===== config.mk =====
export PLATFORM = sky130hd
export DESIGN_NAME = pcm_stream_rechunker_core_flat
export DESIGN_NICKNAME = d
export VERILOG_FILES = /design/src/rtl/pcmrc_pkg.sv /design/src/rtl/pcmrc_in_if.sv /design/src/rtl/pcmrc_out_if.sv /design/src/rtl/pcmrc_div.sv /design/src/rtl/pcmrc_dp.sv /design/src/rtl/pcmrc_ctrl.sv /design/src/rtl/pcm_stream_rechunker_core.sv /design/src/flat_wrapper.sv
export VERILOG_INCLUDE_DIRS = /design/src /design/src/rtl
export SDC_FILE = /design/constraint.sdc
export NUM_CORES = 2
export LEC_CHECK = 0
export ABC_AREA = 1
export BUFFER_PORTS_ARGS = -buffer_cell sky130_fd_sc_hd__buf_2
export CORE_MARGIN = 8
export CORE_UTILIZATION = 30
export CTS_CLUSTER_SIZE = 30
export DETAILED_ROUTE_END_ITERATION = 6
export GPL_TIMING_DRIVEN = 1
export HOLD_SLACK_MARGIN = 0.08
export PLACE_DENSITY_LB_ADDON = 0.05
export SETUP_SLACK_MARGIN = 0.3
export SYNTH_ARGS = -nofsm -noshare
export SYNTH_HDL_FRONTEND = slang
export SYNTH_SLANG_ARGS = --single-unit

===== constraint.sdc =====
create_clock -name clk -period 7.4 [get_ports clk]
set_clock_uncertainty 0.15 [all_clocks]
set_input_delay 1.85 -clock clk [delete_from_list [all_inputs] [get_ports clk]]
set_output_delay 1.85 -clock clk [all_outputs]
set_load 0.01 [all_outputs]

===== src/rtl/pcm_stream_rechunker_core_assert.svh =====
// Assertion macros used by the rechunker controller RTL.
// Each expects clk and rst_n in scope.
`ifndef PCM_STREAM_RECHUNKER_CORE_ASSERT_SVH
`define PCM_STREAM_RECHUNKER_CORE_ASSERT_SVH

// same-cycle implication
`define PCMRC_ASSERT_NOW(label, ante, cons, msg) \
  label: assert property (@(posedge clk) disable iff (!rst_n) (ante) |-> (cons)) \
    else $error(msg);

// next-cycle implication
`define PCMRC_ASSERT_NEXT(label, ante, cons, msg) \
  label: assert property (@(posedge clk) disable iff (!rst_n) (ante) |=> (cons)) \
    else $error(msg);

`endif


===== src/rtl/pcmrc_pkg.sv =====
`default_nettype none
package pcmrc_pkg;

  localparam int MAX_CHUNK_SAMPLES_DEF = 65536;
  localparam int MAX_FRAME_BYTES_DEF   = 64;

  // APB register map
  localparam int CFG_AW = 5;
  localparam logic [2:0] REG_CHUNK_SAMPLES   = 3'd0;
  localparam logic [2:0] REG_FRAME_RATE_NUM  = 3'd1;
  localparam logic [2:0] REG_FRAME_RATE_DEN  = 3'd2;
  localparam logic [2:0] REG_PCM_RATE        = 3'd3;
  localparam logic [2:0] REG_BYTES_PER_FRAME = 3'd4;
  localparam logic [2:0] REG_PAD_ENABLE      = 3'd5;
  localparam logic [2:0] REG_SILENCE_BYTE    = 3'd6;

  localparam logic [16:0] RST_CHUNK_SAMPLES   = 17'd1024;
  localparam logic [15:0] RST_FRAME_RATE_NUM  = 16'd0;
  localparam logic [15:0] RST_FRAME_RATE_DEN  = 16'd1;
  localparam logic [19:0] RST_PCM_RATE        = 20'd48000;
  localparam logic [6:0]  RST_BYTES_PER_FRAME = 7'd4;
  localparam logic        RST_PAD_ENABLE      = 1'b1;
  localparam logic [7:0]  RST_SILENCE_BYTE    = 8'd0;

  // item kinds
  localparam logic [1:0] KIND_DATA  = 2'd0;
  localparam logic [1:0] KIND_EOS   = 2'd1;
  localparam logic [1:0] KIND_RESET = 2'd2;

  // shared divider: widest dividend is 2*k*r + num (49 bits), divisor 2*num
  localparam int DIV_DW = 49;
  localparam int DIV_VW = 17;

  typedef struct packed {
    logic accept;
    logic q_start;
    logic q_take;
    logic mult;
    logic r_start;
    logic r_take;
    logic tgt;
    logic cbytes;
    logic cut_start;
    logic cut_emit;
  } cmd_t;

  typedef struct packed {
    logic ev_recompute;
    logic ev_cut;
    logic bytes_zero;
    logic fixed_mode;
    logic div_done;
    logic cfg_wr;
    logic out_busy;
    logic out_valid;
  } stat_t;

endpackage
`default_nettype wire


===== src/rtl/pcmrc_in_if.sv =====
`default_nettype none
interface pcmrc_in_if;
  logic       valid;
  logic       ready;
  logic [1:0] kind;
  logic [7:0] data_byte;

  modport source (output valid, kind, data_byte, input ready);
  modport sink   (input valid, kind, data_byte, output ready);
endinterface
`default_nettype wire


===== src/rtl/pcmrc_out_if.sv =====
`default_nettype none
interface pcmrc_out_if;
  logic        valid;
  logic        ready;
  logic [7:0]  out_byte;
  logic [22:0] run_length;
  logic        chunk_end;
  logic [16:0] chunk_frames;
  logic        discarded;

  modport source (output valid, out_byte, run_length, chunk_end, chunk_frames, discarded,
                  input ready);
  modport sink   (input valid, out_byte, run_length, chunk_end, chunk_frames, discarded,
                  output ready);
endinterface
`default_nettype wire


===== src/rtl/pcmrc_div.sv =====
`default_nettype none
// Restoring divider, one quotient bit per cycle. start reloads at any time.
module pcmrc_div #(
  parameter int DW = 49,
  parameter int VW = 17
) (
  input  wire logic          clk,
  input  wire logic          rst_n,
  input  wire logic          start,
  input  wire logic [DW-1:0] dividend,
  input  wire logic [VW-1:0] divisor,
  output logic               done,
  output logic [DW-1:0]      quot,
  output logic [VW-1:0]      rem
);
  localparam int CW = $clog2(DW + 1);

  logic [DW-1:0] q_r;
  logic [VW-1:0] rem_r, d_r;
  logic [CW-1:0] cnt_r;
  logic          busy_r, done_r;
  logic [VW:0]   sh, diff;
  logic          ge;

  always_comb begin
    sh   = {rem_r, q_r[DW-1]};
    diff = sh - {1'b0, d_r};
    ge   = sh >= {1'b0, d_r};
  end

  always_ff @(posedge clk) begin
    if (!rst_n) begin
      busy_r <= 1'b0;
      done_r <= 1'b0;
      cnt_r  <= '0;
    end else begin
      done_r <= 1'b0;
      if (start) begin
        busy_r <= 1'b1;
        cnt_r  <= CW'(DW);
      end else if (busy_r) begin
        cnt_r <= cnt_r - 1'b1;
        if (cnt_r == CW'(1)) begin
          busy_r <= 1'b0;
          done_r <= 1'b1;
        end
      end
    end
  end

  always_ff @(posedge clk) begin
    if (start) begin
      q_r   <= dividend;
      rem_r <= '0;
      d_r   <= divisor;
    end else if (busy_r) begin
      q_r   <= {q_r[DW-2:0], ge};
      rem_r <= ge ? diff[VW-1:0] : sh[VW-1:0];
    end
  end

  assign done = done_r;
  assign quot = q_r;
  assign rem  = rem_r;
endmodule
`default_nettype wire


===== src/rtl/pcmrc_dp.sv =====
`default_nettype none
module pcmrc_dp #(
  parameter int MAX_CHUNK_SAMPLES = pcmrc_pkg::MAX_CHUNK_SAMPLES_DEF,
  parameter int MAX_FRAME_BYTES   = pcmrc_pkg::MAX_FRAME_BYTES_DEF
) (
  input  wire logic                        clk,
  input  wire logic                        rst_n,
  input  wire pcmrc_pkg::cmd_t             cmd,
  output pcmrc_pkg::stat_t                 stat,
  input  wire logic [1:0]                  in_kind,
  input  wire logic [7:0]                  in_data_byte,
  input  wire logic                        out_ready,
  output logic                             out_valid,
  output logic [7:0]                       out_byte,
  output logic [22:0]                      out_run_length,
  output logic                             out_chunk_end,
  output logic [16:0]                      out_chunk_frames,
  output logic                             out_discarded,
  input  wire logic                        psel,
  input  wire logic                        penable,
  input  wire logic                        pwrite,
  input  wire logic [pcmrc_pkg::CFG_AW-1:0] paddr,
  input  wire logic [31:0]                 pwdata,
  output logic [31:0]                      prdata,
  output logic                             pready
);
  import pcmrc_pkg::*;

  localparam int TW  = $clog2(MAX_CHUNK_SAMPLES + 1);
  localparam int BW  = $clog2(MAX_FRAME_BYTES + 1);
  localparam int CBW = TW + BW;
  localparam int FW  = (CBW > 23) ? CBW : 23;

  // configuration
  logic [16:0] chunk_samples_r;
  logic [15:0] frame_rate_num_r, frame_rate_den_r;
  logic [19:0] pcm_rate_r;
  logic [6:0]  bytes_per_frame_r;
  logic        pad_enable_r;
  logic [7:0]  silence_byte_r;

  logic [2:0] reg_idx;
  logic       wr_en, cfg_hit;

  // chunk state
  logic [31:0]     idx_r, idx_nxt;
  logic [22:0]     bytes_r, bytes_nxt;
  logic [TW-1:0]   target_r;
  logic [CBW-1:0]  cbytes_r;
  logic [35:0]     q_r;
  logic [15:0]     r_r;
  logic [DIV_DW-1:0] x_r;
  logic [DIV_VW-1:0] rem_r;
  logic [47:0]     kr_prod;

  // result register
  logic        out_valid_r, out_valid_nxt;
  logic [7:0]  ob_r, ob_nxt;
  logic [22:0] rl_r, rl_nxt;
  logic        ce_r, ce_nxt;
  logic [16:0] cf_r, cf_nxt;
  logic        dc_r, dc_nxt;
  logic        load;

  logic [8:0]    bpf_w;
  logic [BW-1:0] bpf;
  logic [22:0]   bytes_inc;
  logic          complete, open, ev_pad;
  logic [22:0]   fill;
  logic [17:0]   carry_sum;
  logic          carry;
  logic [36:0]   t_raw;
  logic [TW-1:0] t_clamp;

  logic              div_start, div_done;
  logic [DIV_DW-1:0] div_dividend, div_quot;
  logic [DIV_VW-1:0] div_divisor, div_rem;

  // APB decode
  assign reg_idx = paddr[4:2];
  assign wr_en   = psel & penable & pwrite;
  assign pready  = 1'b1;

  always_comb begin
    case (reg_idx)
      REG_CHUNK_SAMPLES, REG_FRAME_RATE_NUM, REG_FRAME_RATE_DEN, REG_PCM_RATE,
      REG_BYTES_PER_FRAME, REG_PAD_ENABLE, REG_SILENCE_BYTE: cfg_hit = wr_en;
      default: cfg_hit = 1'b0;
    endcase
  end

  always_comb begin
    case (reg_idx)
      REG_CHUNK_SAMPLES:   prdata = 32'(chunk_samples_r);
      REG_FRAME_RATE_NUM:  prdata = 32'(frame_rate_num_r);
      REG_FRAME_RATE_DEN:  prdata = 32'(frame_rate_den_r);
      REG_PCM_RATE:        prdata = 32'(pcm_rate_r);
      REG_BYTES_PER_FRAME: prdata = 32'(bytes_per_frame_r);
      REG_PAD_ENABLE:      prdata = 32'(pad_enable_r);
      REG_SILENCE_BYTE:    prdata = 32'(silence_byte_r);
      default:             prdata = '0;
    endcase
  end

  always_ff @(posedge clk) begin
    if (!rst_n) begin
      chunk_samples_r   <= RST_CHUNK_SAMPLES;
      frame_rate_num_r  <= RST_FRAME_RATE_NUM;
      frame_rate_den_r  <= RST_FRAME_RATE_DEN;
      pcm_rate_r        <= RST_PCM_RATE;
      bytes_per_frame_r <= RST_BYTES_PER_FRAME;
      pad_enable_r      <= RST_PAD_ENABLE;
      silence_byte_r    <= RST_SILENCE_BYTE;
    end else if (wr_en) begin
      case (reg_idx)
        REG_CHUNK_SAMPLES:   chunk_samples_r   <= pwdata[16:0];
        REG_FRAME_RATE_NUM:  frame_rate_num_r  <= pwdata[15:0];
        REG_FRAME_RATE_DEN:  frame_rate_den_r  <= pwdata[15:0];
        REG_PCM_RATE:        pcm_rate_r        <= pwdata[19:0];
        REG_BYTES_PER_FRAME: bytes_per_frame_r <= pwdata[6:0];
        REG_PAD_ENABLE:      pad_enable_r      <= pwdata[0];
        REG_SILENCE_BYTE:    silence_byte_r    <= pwdata[7:0];
        default: ;
      endcase
    end
  end

  // frame size clamped to 1..MAX_FRAME_BYTES
  always_comb begin
    bpf_w = (bytes_per_frame_r == 7'd0) ? 9'd1 : {2'b00, bytes_per_frame_r};
    if (bpf_w > 9'(MAX_FRAME_BYTES)) bpf_w = 9'(MAX_FRAME_BYTES);
    bpf = BW'(bpf_w);
  end

  // item events
  always_comb begin
    bytes_inc = bytes_r + 23'd1;
    complete  = FW'(bytes_inc) >= FW'(cbytes_r);
    open      = bytes_r != 23'd0;
    ev_pad    = (in_kind == KIND_EOS) && open && pad_enable_r;
    fill      = (FW'(cbytes_r) > FW'(bytes_r)) ? 23'(FW'(cbytes_r) - FW'(bytes_r)) : 23'd0;
  end

  assign stat.ev_recompute = ((in_kind == KIND_DATA) && complete) || ev_pad ||
                             (in_kind == KIND_RESET);
  assign stat.ev_cut       = (in_kind == KIND_EOS) && open && !pad_enable_r;
  assign stat.bytes_zero   = !open;
  assign stat.fixed_mode   = frame_rate_num_r == 16'd0;
  assign stat.div_done     = div_done;
  assign stat.cfg_wr       = cfg_hit;
  assign stat.out_busy     = out_valid_r & !out_ready;
  assign stat.out_valid    = out_valid_r;

  // target: chunk_samples, or q + fractional carry; clamped to 1..MAX
  always_comb begin
    carry_sum = {1'b0, rem_r} + {1'b0, r_r, 1'b0};
    carry     = carry_sum >= {1'b0, frame_rate_num_r, 1'b0};
    if (stat.fixed_mode) t_raw = 37'(chunk_samples_r);
    else                 t_raw = 37'(q_r) + 37'(carry);
    if (t_raw > 37'(MAX_CHUNK_SAMPLES)) t_clamp = TW'(MAX_CHUNK_SAMPLES);
    else if (t_raw == 37'd0)            t_clamp = TW'(1);
    else                                t_clamp = TW'(t_raw);
  end

  // shared divider operands
  always_comb begin
    div_start = cmd.q_start | cmd.r_start | cmd.cut_start;
    if (cmd.q_start) begin
      div_dividend = DIV_DW'(pcm_rate_r * frame_rate_den_r);
      div_divisor  = DIV_VW'(frame_rate_num_r);
    end else if (cmd.r_start) begin
      div_dividend = x_r;
      div_divisor  = {frame_rate_num_r, 1'b0};
    end else begin
      div_dividend = DIV_DW'(bytes_r);
      div_divisor  = DIV_VW'(bpf);
    end
  end

  pcmrc_div #(.DW(DIV_DW), .VW(DIV_VW)) u_div (
    .clk      (clk),
    .rst_n    (rst_n),
    .start    (div_start),
    .dividend (div_dividend),
    .divisor  (div_divisor),
    .done     (div_done),
    .quot     (div_quot),
    .rem      (div_rem)
  );

  // k*r, 32x16
  assign kr_prod = 48'(idx_r * r_r);

  // chunk bookkeeping and result load
  always_comb begin
    idx_nxt   = idx_r;
    bytes_nxt = bytes_r;
    load      = 1'b0;
    ob_nxt    = '0;
    rl_nxt    = '0;
    ce_nxt    = 1'b0;
    cf_nxt    = '0;
    dc_nxt    = 1'b0;
    if (cmd.accept) begin
      case (in_kind)
        KIND_DATA: begin
          load   = 1'b1;
          ob_nxt = in_data_byte;
          rl_nxt = 23'd1;
          if (complete) begin
            ce_nxt    = 1'b1;
            cf_nxt    = 17'(target_r);
            idx_nxt   = idx_r + 32'd1;
            bytes_nxt = '0;
          end else begin
            bytes_nxt = bytes_inc;
          end
        end
        KIND_EOS: begin
          if (ev_pad) begin
            load      = 1'b1;
            ob_nxt    = silence_byte_r;
            rl_nxt    = fill;
            ce_nxt    = 1'b1;
            cf_nxt    = 17'(target_r);
            idx_nxt   = idx_r + 32'd1;
            bytes_nxt = '0;
          end
        end
        KIND_RESET: begin
          load      = open;
          dc_nxt    = 1'b1;
          idx_nxt   = '0;
          bytes_nxt = '0;
        end
        default: ;
      endcase
    end else if (cmd.cut_emit) begin
      load      = 1'b1;
      ce_nxt    = 1'b1;
      cf_nxt    = 17'(div_quot);
      idx_nxt   = idx_r + 32'd1;
      bytes_nxt = '0;
    end
    out_valid_nxt = load ? 1'b1 : (out_ready ? 1'b0 : out_valid_r);
  end

  always_ff @(posedge clk) begin
    if (!rst_n) begin
      idx_r       <= '0;
      bytes_r     <= '0;
      out_valid_r <= 1'b0;
    end else begin
      idx_r       <= idx_nxt;
      bytes_r     <= bytes_nxt;
      out_valid_r <= out_valid_nxt;
    end
  end

  always_ff @(posedge clk) begin
    if (load) begin
      ob_r <= ob_nxt;
      rl_r <= rl_nxt;
      ce_r <= ce_nxt;
      cf_r <= cf_nxt;
      dc_r <= dc_nxt;
    end
    if (cmd.q_take) begin
      q_r <= div_quot[35:0];
      r_r <= div_rem[15:0];
    end
    if (cmd.mult)   x_r      <= {kr_prod, 1'b0} + DIV_DW'(frame_rate_num_r);
    if (cmd.r_take) rem_r    <= div_rem;
    if (cmd.tgt)    target_r <= t_clamp;
    if (cmd.cbytes) cbytes_r <= CBW'(target_r * bpf);
  end

  assign out_valid        = out_valid_r;
  assign out_byte         = ob_r;
  assign out_run_length   = rl_r;
  assign out_chunk_end    = ce_r;
  assign out_chunk_frames = cf_r;
  assign out_discarded    = dc_r;
endmodule
`default_nettype wire


===== src/rtl/pcmrc_ctrl.sv =====
`default_nettype none
`include "pcm_stream_rechunker_core_assert.svh"
module pcmrc_ctrl (
  input  wire logic             clk,
  input  wire logic             rst_n,
  input  wire logic             in_valid,
  output logic                  in_ready,
  input  wire pcmrc_pkg::stat_t stat,
  output pcmrc_pkg::cmd_t       cmd
);
  import pcmrc_pkg::*;

  typedef enum logic [8:0] {
    S_IDLE   = 9'b000000001,
    S_QGO    = 9'b000000010,
    S_QDIV   = 9'b000000100,
    S_MULT   = 9'b000001000,
    S_RGO    = 9'b000010000,
    S_RDIV   = 9'b000100000,
    S_TGT    = 9'b001000000,
    S_CBYTES = 9'b010000000,
    S_CUT    = 9'b100000000
  } state_t;

  state_t state_r, state_nxt;
  logic   accept;

  assign in_ready = (state_r == S_IDLE) && !stat.out_busy && !stat.cfg_wr;
  assign accept   = in_valid & in_ready;

  always_comb begin
    state_nxt     = state_r;
    cmd           = '0;
    cmd.accept    = accept;
    cmd.cut_start = accept & stat.ev_cut;
    case (state_r)
      S_IDLE: begin
        if (accept && stat.ev_recompute) state_nxt = S_QGO;
        else if (accept && stat.ev_cut)  state_nxt = S_CUT;
      end
      S_QGO: begin
        if (stat.fixed_mode) begin
          state_nxt = S_TGT;
        end else begin
          cmd.q_start = 1'b1;
          state_nxt   = S_QDIV;
        end
      end
      S_QDIV: begin
        if (stat.div_done) begin
          cmd.q_take = 1'b1;
          state_nxt  = S_MULT;
        end
      end
      S_MULT: begin
        cmd.mult  = 1'b1;
        state_nxt = S_RGO;
      end
      S_RGO: begin
        cmd.r_start = 1'b1;
        state_nxt   = S_RDIV;
      end
      S_RDIV: begin
        if (stat.div_done) begin
          cmd.r_take = 1'b1;
          state_nxt  = S_TGT;
        end
      end
      S_TGT: begin
        cmd.tgt   = 1'b1;
        state_nxt = S_CBYTES;
      end
      S_CBYTES: begin
        cmd.cbytes = 1'b1;
        state_nxt  = S_IDLE;
      end
      S_CUT: begin
        if (stat.div_done) begin
          cmd.cut_emit = 1'b1;
          state_nxt    = S_QGO;
        end
      end
      default: state_nxt = S_IDLE;
    endcase
    // register write: redo the target if no chunk is open, else just the byte count
    if (stat.cfg_wr && state_r != S_CUT) begin
      state_nxt = stat.bytes_zero ? S_QGO : S_CBYTES;
    end
  end

  always_ff @(posedge clk) begin
    if (!rst_n) state_r <= S_QGO;
    else        state_r <= state_nxt;
  end

  `PCMRC_ASSERT_NEXT(a_cut_waits, accept && stat.ev_cut, state_r == S_CUT, "cut not started")
  `PCMRC_ASSERT_NEXT(a_cut_emits, state_r == S_CUT && stat.div_done, stat.out_valid,
                     "cut result lost")
  `PCMRC_ASSERT_NEXT(a_recompute_blocks, accept && stat.ev_recompute, !in_ready,
                     "input taken before target ready")
endmodule
`default_nettype wire


===== src/rtl/pcm_stream_rechunker_core.sv =====
// A data, pad or discard word is presented the cycle after its input word is accepted.
// One word per cycle inside a chunk unless back-pressure or a register write holds
//   input; a chunk end or reset word stalls input while the target is recomputed, with
//   two divider passes in rate mode. A cut-short end's result waits on one division.
// Reset: synchronous active-low rst_n; registers return to defaults and the chunk 0
//   target is computed before the first word is taken.
`default_nettype none
module pcm_stream_rechunker_core #(
  parameter int MAX_CHUNK_SAMPLES = pcmrc_pkg::MAX_CHUNK_SAMPLES_DEF,
  parameter int MAX_FRAME_BYTES   = pcmrc_pkg::MAX_FRAME_BYTES_DEF
) (
  input  wire logic                         clk,
  input  wire logic                         rst_n,
  pcmrc_in_if.sink                          in_ch,
  pcmrc_out_if.source                       out_ch,
  input  wire logic                         psel,
  input  wire logic                         penable,
  input  wire logic                         pwrite,
  input  wire logic [pcmrc_pkg::CFG_AW-1:0] paddr,
  input  wire logic [31:0]                  pwdata,
  output logic [31:0]                       prdata,
  output logic                              pready
);
  import pcmrc_pkg::*;

  // controller sequences the target computation:
  //   q,r = pcm_rate*den / num           (shared divider)
  //   x   = 2*k*r + num                  (one multiply)
  //   rem = x mod 2*num                  (shared divider)
  //   target = q + (rem + 2r >= 2*num), clamped; then bytes = target * frame size
  // Fixed mode skips straight to the clamp.
  cmd_t  cmd;
  stat_t stat;

  pcmrc_ctrl u_ctrl (
    .clk      (clk),
    .rst_n    (rst_n),
    .in_valid (in_ch.valid),
    .in_ready (in_ch.ready),
    .stat     (stat),
    .cmd      (cmd)
  );

  // datapath holds registers, chunk counters, divider and the output word register
  pcmrc_dp #(
    .MAX_CHUNK_SAMPLES (MAX_CHUNK_SAMPLES),
    .MAX_FRAME_BYTES   (MAX_FRAME_BYTES)
  ) u_dp (
    .clk              (clk),
    .rst_n            (rst_n),
    .cmd              (cmd),
    .stat             (stat),
    .in_kind          (in_ch.kind),
    .in_data_byte     (in_ch.data_byte),
    .out_ready        (out_ch.ready),
    .out_valid        (out_ch.valid),
    .out_byte         (out_ch.out_byte),
    .out_run_length   (out_ch.run_length),
    .out_chunk_end    (out_ch.chunk_end),
    .out_chunk_frames (out_ch.chunk_frames),
    .out_discarded    (out_ch.discarded),
    .psel             (psel),
    .penable          (penable),
    .pwrite           (pwrite),
    .paddr            (paddr),
    .pwdata           (pwdata),
    .prdata           (prdata),
    .pready           (pready)
  );
endmodule
`default_nettype wire


===== src/flat_wrapper.sv =====
// flat-port wrapper written by rule: the top's interface ports become plain ports
module pcm_stream_rechunker_core_flat import pcmrc_pkg::*;
#(
  parameter int MAX_CHUNK_SAMPLES = pcmrc_pkg::MAX_CHUNK_SAMPLES_DEF,
  parameter int MAX_FRAME_BYTES   = pcmrc_pkg::MAX_FRAME_BYTES_DEF
)
  (clk, rst_n, psel, penable, pwrite, paddr, pwdata, prdata, pready, in_ch_valid, in_ch_kind, in_ch_data_byte, in_ch_ready, out_ch_valid, out_ch_out_byte, out_ch_run_length, out_ch_chunk_end, out_ch_chunk_frames, out_ch_discarded, out_ch_ready);
  pcmrc_in_if in_ch_i ();
  pcmrc_out_if out_ch_i ();
  input  wire logic clk;
  input  wire logic rst_n;
  input  wire logic psel;
  input  wire logic penable;
  input  wire logic pwrite;
  input  wire logic [pcmrc_pkg::CFG_AW-1:0] paddr;
  input  wire logic [31:0] pwdata;
  output logic [31:0] prdata;
  output logic pready;
  input wire logic [$bits(in_ch_i.valid)-1:0] in_ch_valid;
  input wire logic [$bits(in_ch_i.kind)-1:0] in_ch_kind;
  input wire logic [$bits(in_ch_i.data_byte)-1:0] in_ch_data_byte;
  output wire logic [$bits(in_ch_i.ready)-1:0] in_ch_ready;
  output wire logic [$bits(out_ch_i.valid)-1:0] out_ch_valid;
  output wire logic [$bits(out_ch_i.out_byte)-1:0] out_ch_out_byte;
  output wire logic [$bits(out_ch_i.run_length)-1:0] out_ch_run_length;
  output wire logic [$bits(out_ch_i.chunk_end)-1:0] out_ch_chunk_end;
  output wire logic [$bits(out_ch_i.chunk_frames)-1:0] out_ch_chunk_frames;
  output wire logic [$bits(out_ch_i.discarded)-1:0] out_ch_discarded;
  input wire logic [$bits(out_ch_i.ready)-1:0] out_ch_ready;
  assign in_ch_i.valid = in_ch_valid;
  assign in_ch_i.kind = in_ch_kind;
  assign in_ch_i.data_byte = in_ch_data_byte;
  assign in_ch_ready = in_ch_i.ready;
  assign out_ch_valid = out_ch_i.valid;
  assign out_ch_out_byte = out_ch_i.out_byte;
  assign out_ch_run_length = out_ch_i.run_length;
  assign out_ch_chunk_end = out_ch_i.chunk_end;
  assign out_ch_chunk_frames = out_ch_i.chunk_frames;
  assign out_ch_discarded = out_ch_i.discarded;
  assign out_ch_i.ready = out_ch_ready;
  pcm_stream_rechunker_core #(.MAX_CHUNK_SAMPLES(MAX_CHUNK_SAMPLES), .MAX_FRAME_BYTES(MAX_FRAME_BYTES)) u_core (.clk(clk), .rst_n(rst_n), .in_ch(in_ch_i), .out_ch(out_ch_i), .psel(psel), .penable(penable), .pwrite(pwrite), .paddr(paddr), .pwdata(pwdata), .prdata(prdata), .pready(pready));
endmodule

==> summary.txt <==
Run status
  – Outcome: finished, final reports clean

Power and ir drop
  – NetSw: 2.160 mW
  – Static leakage: between 30 and 40 nW
  – Clk pwr share: 0.430
  – Sw frac: 0.3055
  – Sequential share of power: 0.412
  – Maximum vdd drop: ~0.16 mV
  – Comb pwr share: 0.158
  – Cell Int Power: between 4 and 5 mW
  – Pwr/cell area: 107.6 mW/mm2

Placement
  – GPL Wtd Cong: approximately 0.85
  – Port Buffers: between 100 and 150
  – Cells after DPL: just over 10000
  – HPWL Detailed: about 170 mm
  – Post-DP Area: 0.06258 mm2

Run
  – Max Cap Violations: 0

Logic synthesis
  – Post-synth top cells: nand2_1 (1957), inv_1 (1620), fa_1 (746)
  – Ys async rst share: 0
  – Sequential share of the synthesized area: 0.2055
  – Synth area leaders: fa_1 (26%), edfxtp_1 (14%), nand2_1 (13%)
  – Register bit count reported by yosys: 450
  – Number of synthesized flops with an enable pin: 275
  – Primary FF master, synth: edfxtp_1
  – Synth Cell Area: 0.05725 mm2
  – Synth area leader: fa_1
  – YS warnings: 0
  – Post-synth top area share: 0.2609
  – Most frequent cell after synthesis: nand2_1
  – Avg Cell Area, Syn: around 7.6 um2
  – Syn Inst Count: between 7000 and 8000
  – Unique masters post-synth: 67

Critical path
  – Slowest CP cell: fa_2
  – CP peak stage delay: 0.56 ns
  – CP most frequent cell: fa_1
  – CP endpoint kind: register
  – WP data required: ~7.7 ns
  – CP Max Fanout: 6
  – Crit start category: register
  – WS Path Type: reg2reg
  – Crit path DAT: approximately 7.2 ns

Detailed routing
  – Routed len/inst: 19.97 um
  – First drt pass iteration count: 6
  – DR iter-0 viols: roughly 2900
  – Detailed Route WL: slightly above 200 mm
  – Via-to-Cell Ratio: ~4.7
  – Post-DRT Antenna Nets: 0
  – Via count: approximately 48000
  – DRC: 0

Layout
  – Final non-filler cell total: 10300
  – Layout area overhead: 14.80%
  – Layout Nets: between 8000 and 9000
  – Fillers: around 20000
  – Final Instance Area: ~0.066 mm2
  – Antenna cells: 0
  – Core Util, Final: 0.3459
  – Share of cells above drive strength 1: 0.1106

Clock network
  – CTS tree: built
  – CTS Buffer Depth: 3
  – CTS Buf Count: a little under 60
  – Root buf cell: clkbuf_16
  – Reg clk slew, reported paths: around 0.060 ns
  – # H-tree levels: 2
  – CTS sink cnt: 450
  – Clk_lat worst skew: a little over 0.7 ns

Floorplan
  – Initial Util: 0.3013
  – Chip Width: between 400 and 500 um
  – Die area: about 0.21 mm2
  – # IOs: between 100 and 150
  – Row count: 160
  – Die Ht: 452.8 um
  – Core ar.: ~0.19 mm2

Timing
  – Unrepaired setup endpoints after global routing: yes
  – Slew HR: 0.2570
  – Final period utilization: 0.9391
  – Setup violations, final: 0
  – Final min period: between 6 and 7 ns
  – Hold slack: between 0.3 and 0.4 ns
  – Worst Tran Pin Value: around 1.1 ns
  – Highest clock rate: about 140 MHz
  – Fin. max-slew vios: 0
  – Final hold vios: 0

GRT
  – Vias in the first global route: about 50000
  – First-pass GRT wire length: between 300 and 400 mm
  – Initial antenna violation count: 3
  – Largest net degree at the start of global routing: just under 90
  – Aggregate global routing overflow: 0
  – GRT Overall Usage: 0.1986

Hold path
  – Worst hold path class: reg2reg
state kept, by name, summed over array words and instances (netlist names), 6 cells and up:
signal / cells
u_core.u_dp.u_div.d_r: 17
u_core.u_dp.idx_r: 32
u_core.u_dp.silence_byte_r: 8
u_core.u_dp.u_div.quot: 49
u_core.u_dp.pcm_rate_r: 20
u_core.u_dp.u_div.cnt_r: 6
u_core.u_dp.u_div.rem: 17
u_core.u_dp.bytes_r: 23
u_core.u_dp.out_run_length: 23
u_core.u_ctrl.state_r: 9
u_core.u_dp.r_r: 16
u_core.u_dp.target_r: 17
u_core.u_dp.q_r: 36
u_core.u_dp.out_byte: 8
u_core.u_dp.chunk_samples_r: 17
u_core.u_dp.out_chunk_frames: 17
u_core.u_dp.frame_rate_den_r: 16
u_core.u_dp.cbytes_r: 24
u_core.u_dp.frame_rate_num_r: 16
u_core.u_dp.bytes_per_frame_r: 7
u_core.u_dp.x_r: 49
u_core.u_dp.rem_r: 17
cells by family after synthesis:
kind of cell / after synthesis / share of synthesized area
adder cells (fa/ha/maj): 1137 / 0.3463
AO/OA/AOI/OAI: 797 / 0.07892
other: 2 / 0.0001312
AND/OR/NAND/NOR: 2961 / 0.2115
XOR/XNOR: 179 / 0.02739
flip-flops: 450 / 0.2055
buffers and inverters: 1960 / 0.1302
path summary, 6_finish.rpt:
check / from / endpoint / slack [ns] / cells after the start
worst max-delay path: u_core.u_dp.r_r[5] / u_core.u_dp.x_r[38] / 0.45 / 32
worst min-delay path: u_core.u_dp.u_div.quot[21] / u_core.u_dp.q_r[21] / 0.30 / 0
worst max register to register: u_core.u_dp.r_r[5] / u_core.u_dp.x_r[38] / 0.45 / 32
worst min register to register: u_core.u_dp.u_div.quot[21] / u_core.u_dp.q_r[21] / 0.30 / 0
per-stage QoR:
stage | setup WS (ns) | setup TNS [ns] | power (mW)
2_1_floorplan | 0.3836 | 0 | 3.643
3_3_place_gp | -0.07051 | -0.1772 | 4.075
3_5_place_dp | -0.07724 | -0.2011 | 4.071
4_1_cts | 0.2988 | 0 | 7.175
5_1_grt | 0.07766 | 0 | 7.383
6_report | 0.4509 | 0 | 7.071
critical path: cells and delay by family, from the launching register on:
kind / cells / cell delay [ns]
DFF: 1 / 0.46
and+or+nand+nor: 14 / 1.46
buffers and inverters: 8 / 0.67
xor gates and xnor gates: 2 / 0.35
adders and majority gates: 8 / 3.57
cells in the final DEF, fill, tap and decap left out, drive strengths merged, types with 3 or more instances in the layout:
cell type / netlist / final
o21a: 5 / 5
a211oi: 8 / 8
clkinv: 8 / 28
edfxtp: 275 / 275
inv: 1661 / 1667
a22o: 14 / 14
xnor2: 53 / 53
o211ai: 19 / 19
o21ai: 273 / 273
a21o: 16 / 16
nor3: 77 / 77
o22ai: 31 / 31
nor2: 562 / 562
a221oi: 15 / 15
nor3b: 5 / 5
conb: 2 / 13
o31ai: 7 / 7
o221ai: 8 / 8
nand3b: 11 / 11
and2: 8 / 8
nand4: 84 / 84
buf: 73 / 466
a22oi: 13 / 13
a31oi: 16 / 16
nor4: 21 / 21
a21oi: 334 / 334
clkinvlp: 0 / 3
a21boi: 7 / 7
ha: 391 / 391
xor2: 126 / 126
o21bai: 12 / 12
fa: 746 / 746
o2111ai: 13 / 13
dfxtp: 175 / 175
nand2: 1964 / 1964
nand3: 223 / 223
clkbuf: 218 / 76
bufinv: 0 / 7
per-layer routing:
layer,routed length (um),up-vias,track usage,share of wire
met1,94080,23960,0.2689,0.46
met2,100000,825,0.3466,0.49
met4,5306,0,0.04441,0.026
li1,-,23370,-,-
met3,6117,201,0.01532,0.030
met5,0,-,0,0
repair_timing:
item / CTS / global route
gates cloned: 0 / 0
setup buffers: 3 / 14
pin swaps: 13 / 52
hold buffers: 0 / 0
setup endpoints to repair: 25 / 48
endpoints found under the hold margin: 0 / 0
resized for setup: 39 / 236
layout make-up:
type | count | area, um2 | share of cell area
Multi-Input combinational cell | 5087 | 38980 | 0.5932
Tap cell | 2511 | 3142 | 0.04781
Timing Repair Buffer | 466 | 3561 | 0.05418
Sequential cell | 450 | 11780 | 0.1792
Clock inverter | 36 | 410.4 | 0.006245
Clock buffer | 76 | 1580 | 0.02405
Inverter | 1669 | 6265 | 0.09533
power groups by stage:
stage	logic [mW]	clock network, mW	registers, mW
3_3_place_gp	1.11	0	2.97
2_1_floorplan	0.745	0	2.90
3_5_place_dp	1.11	0	2.96
5_1_grt	1.24	3.21	2.93
6_report	1.11	3.04	2.91
4_1_cts	1.12	3.15	2.91
Note: power is estimated with default switching activity, not from simulation.
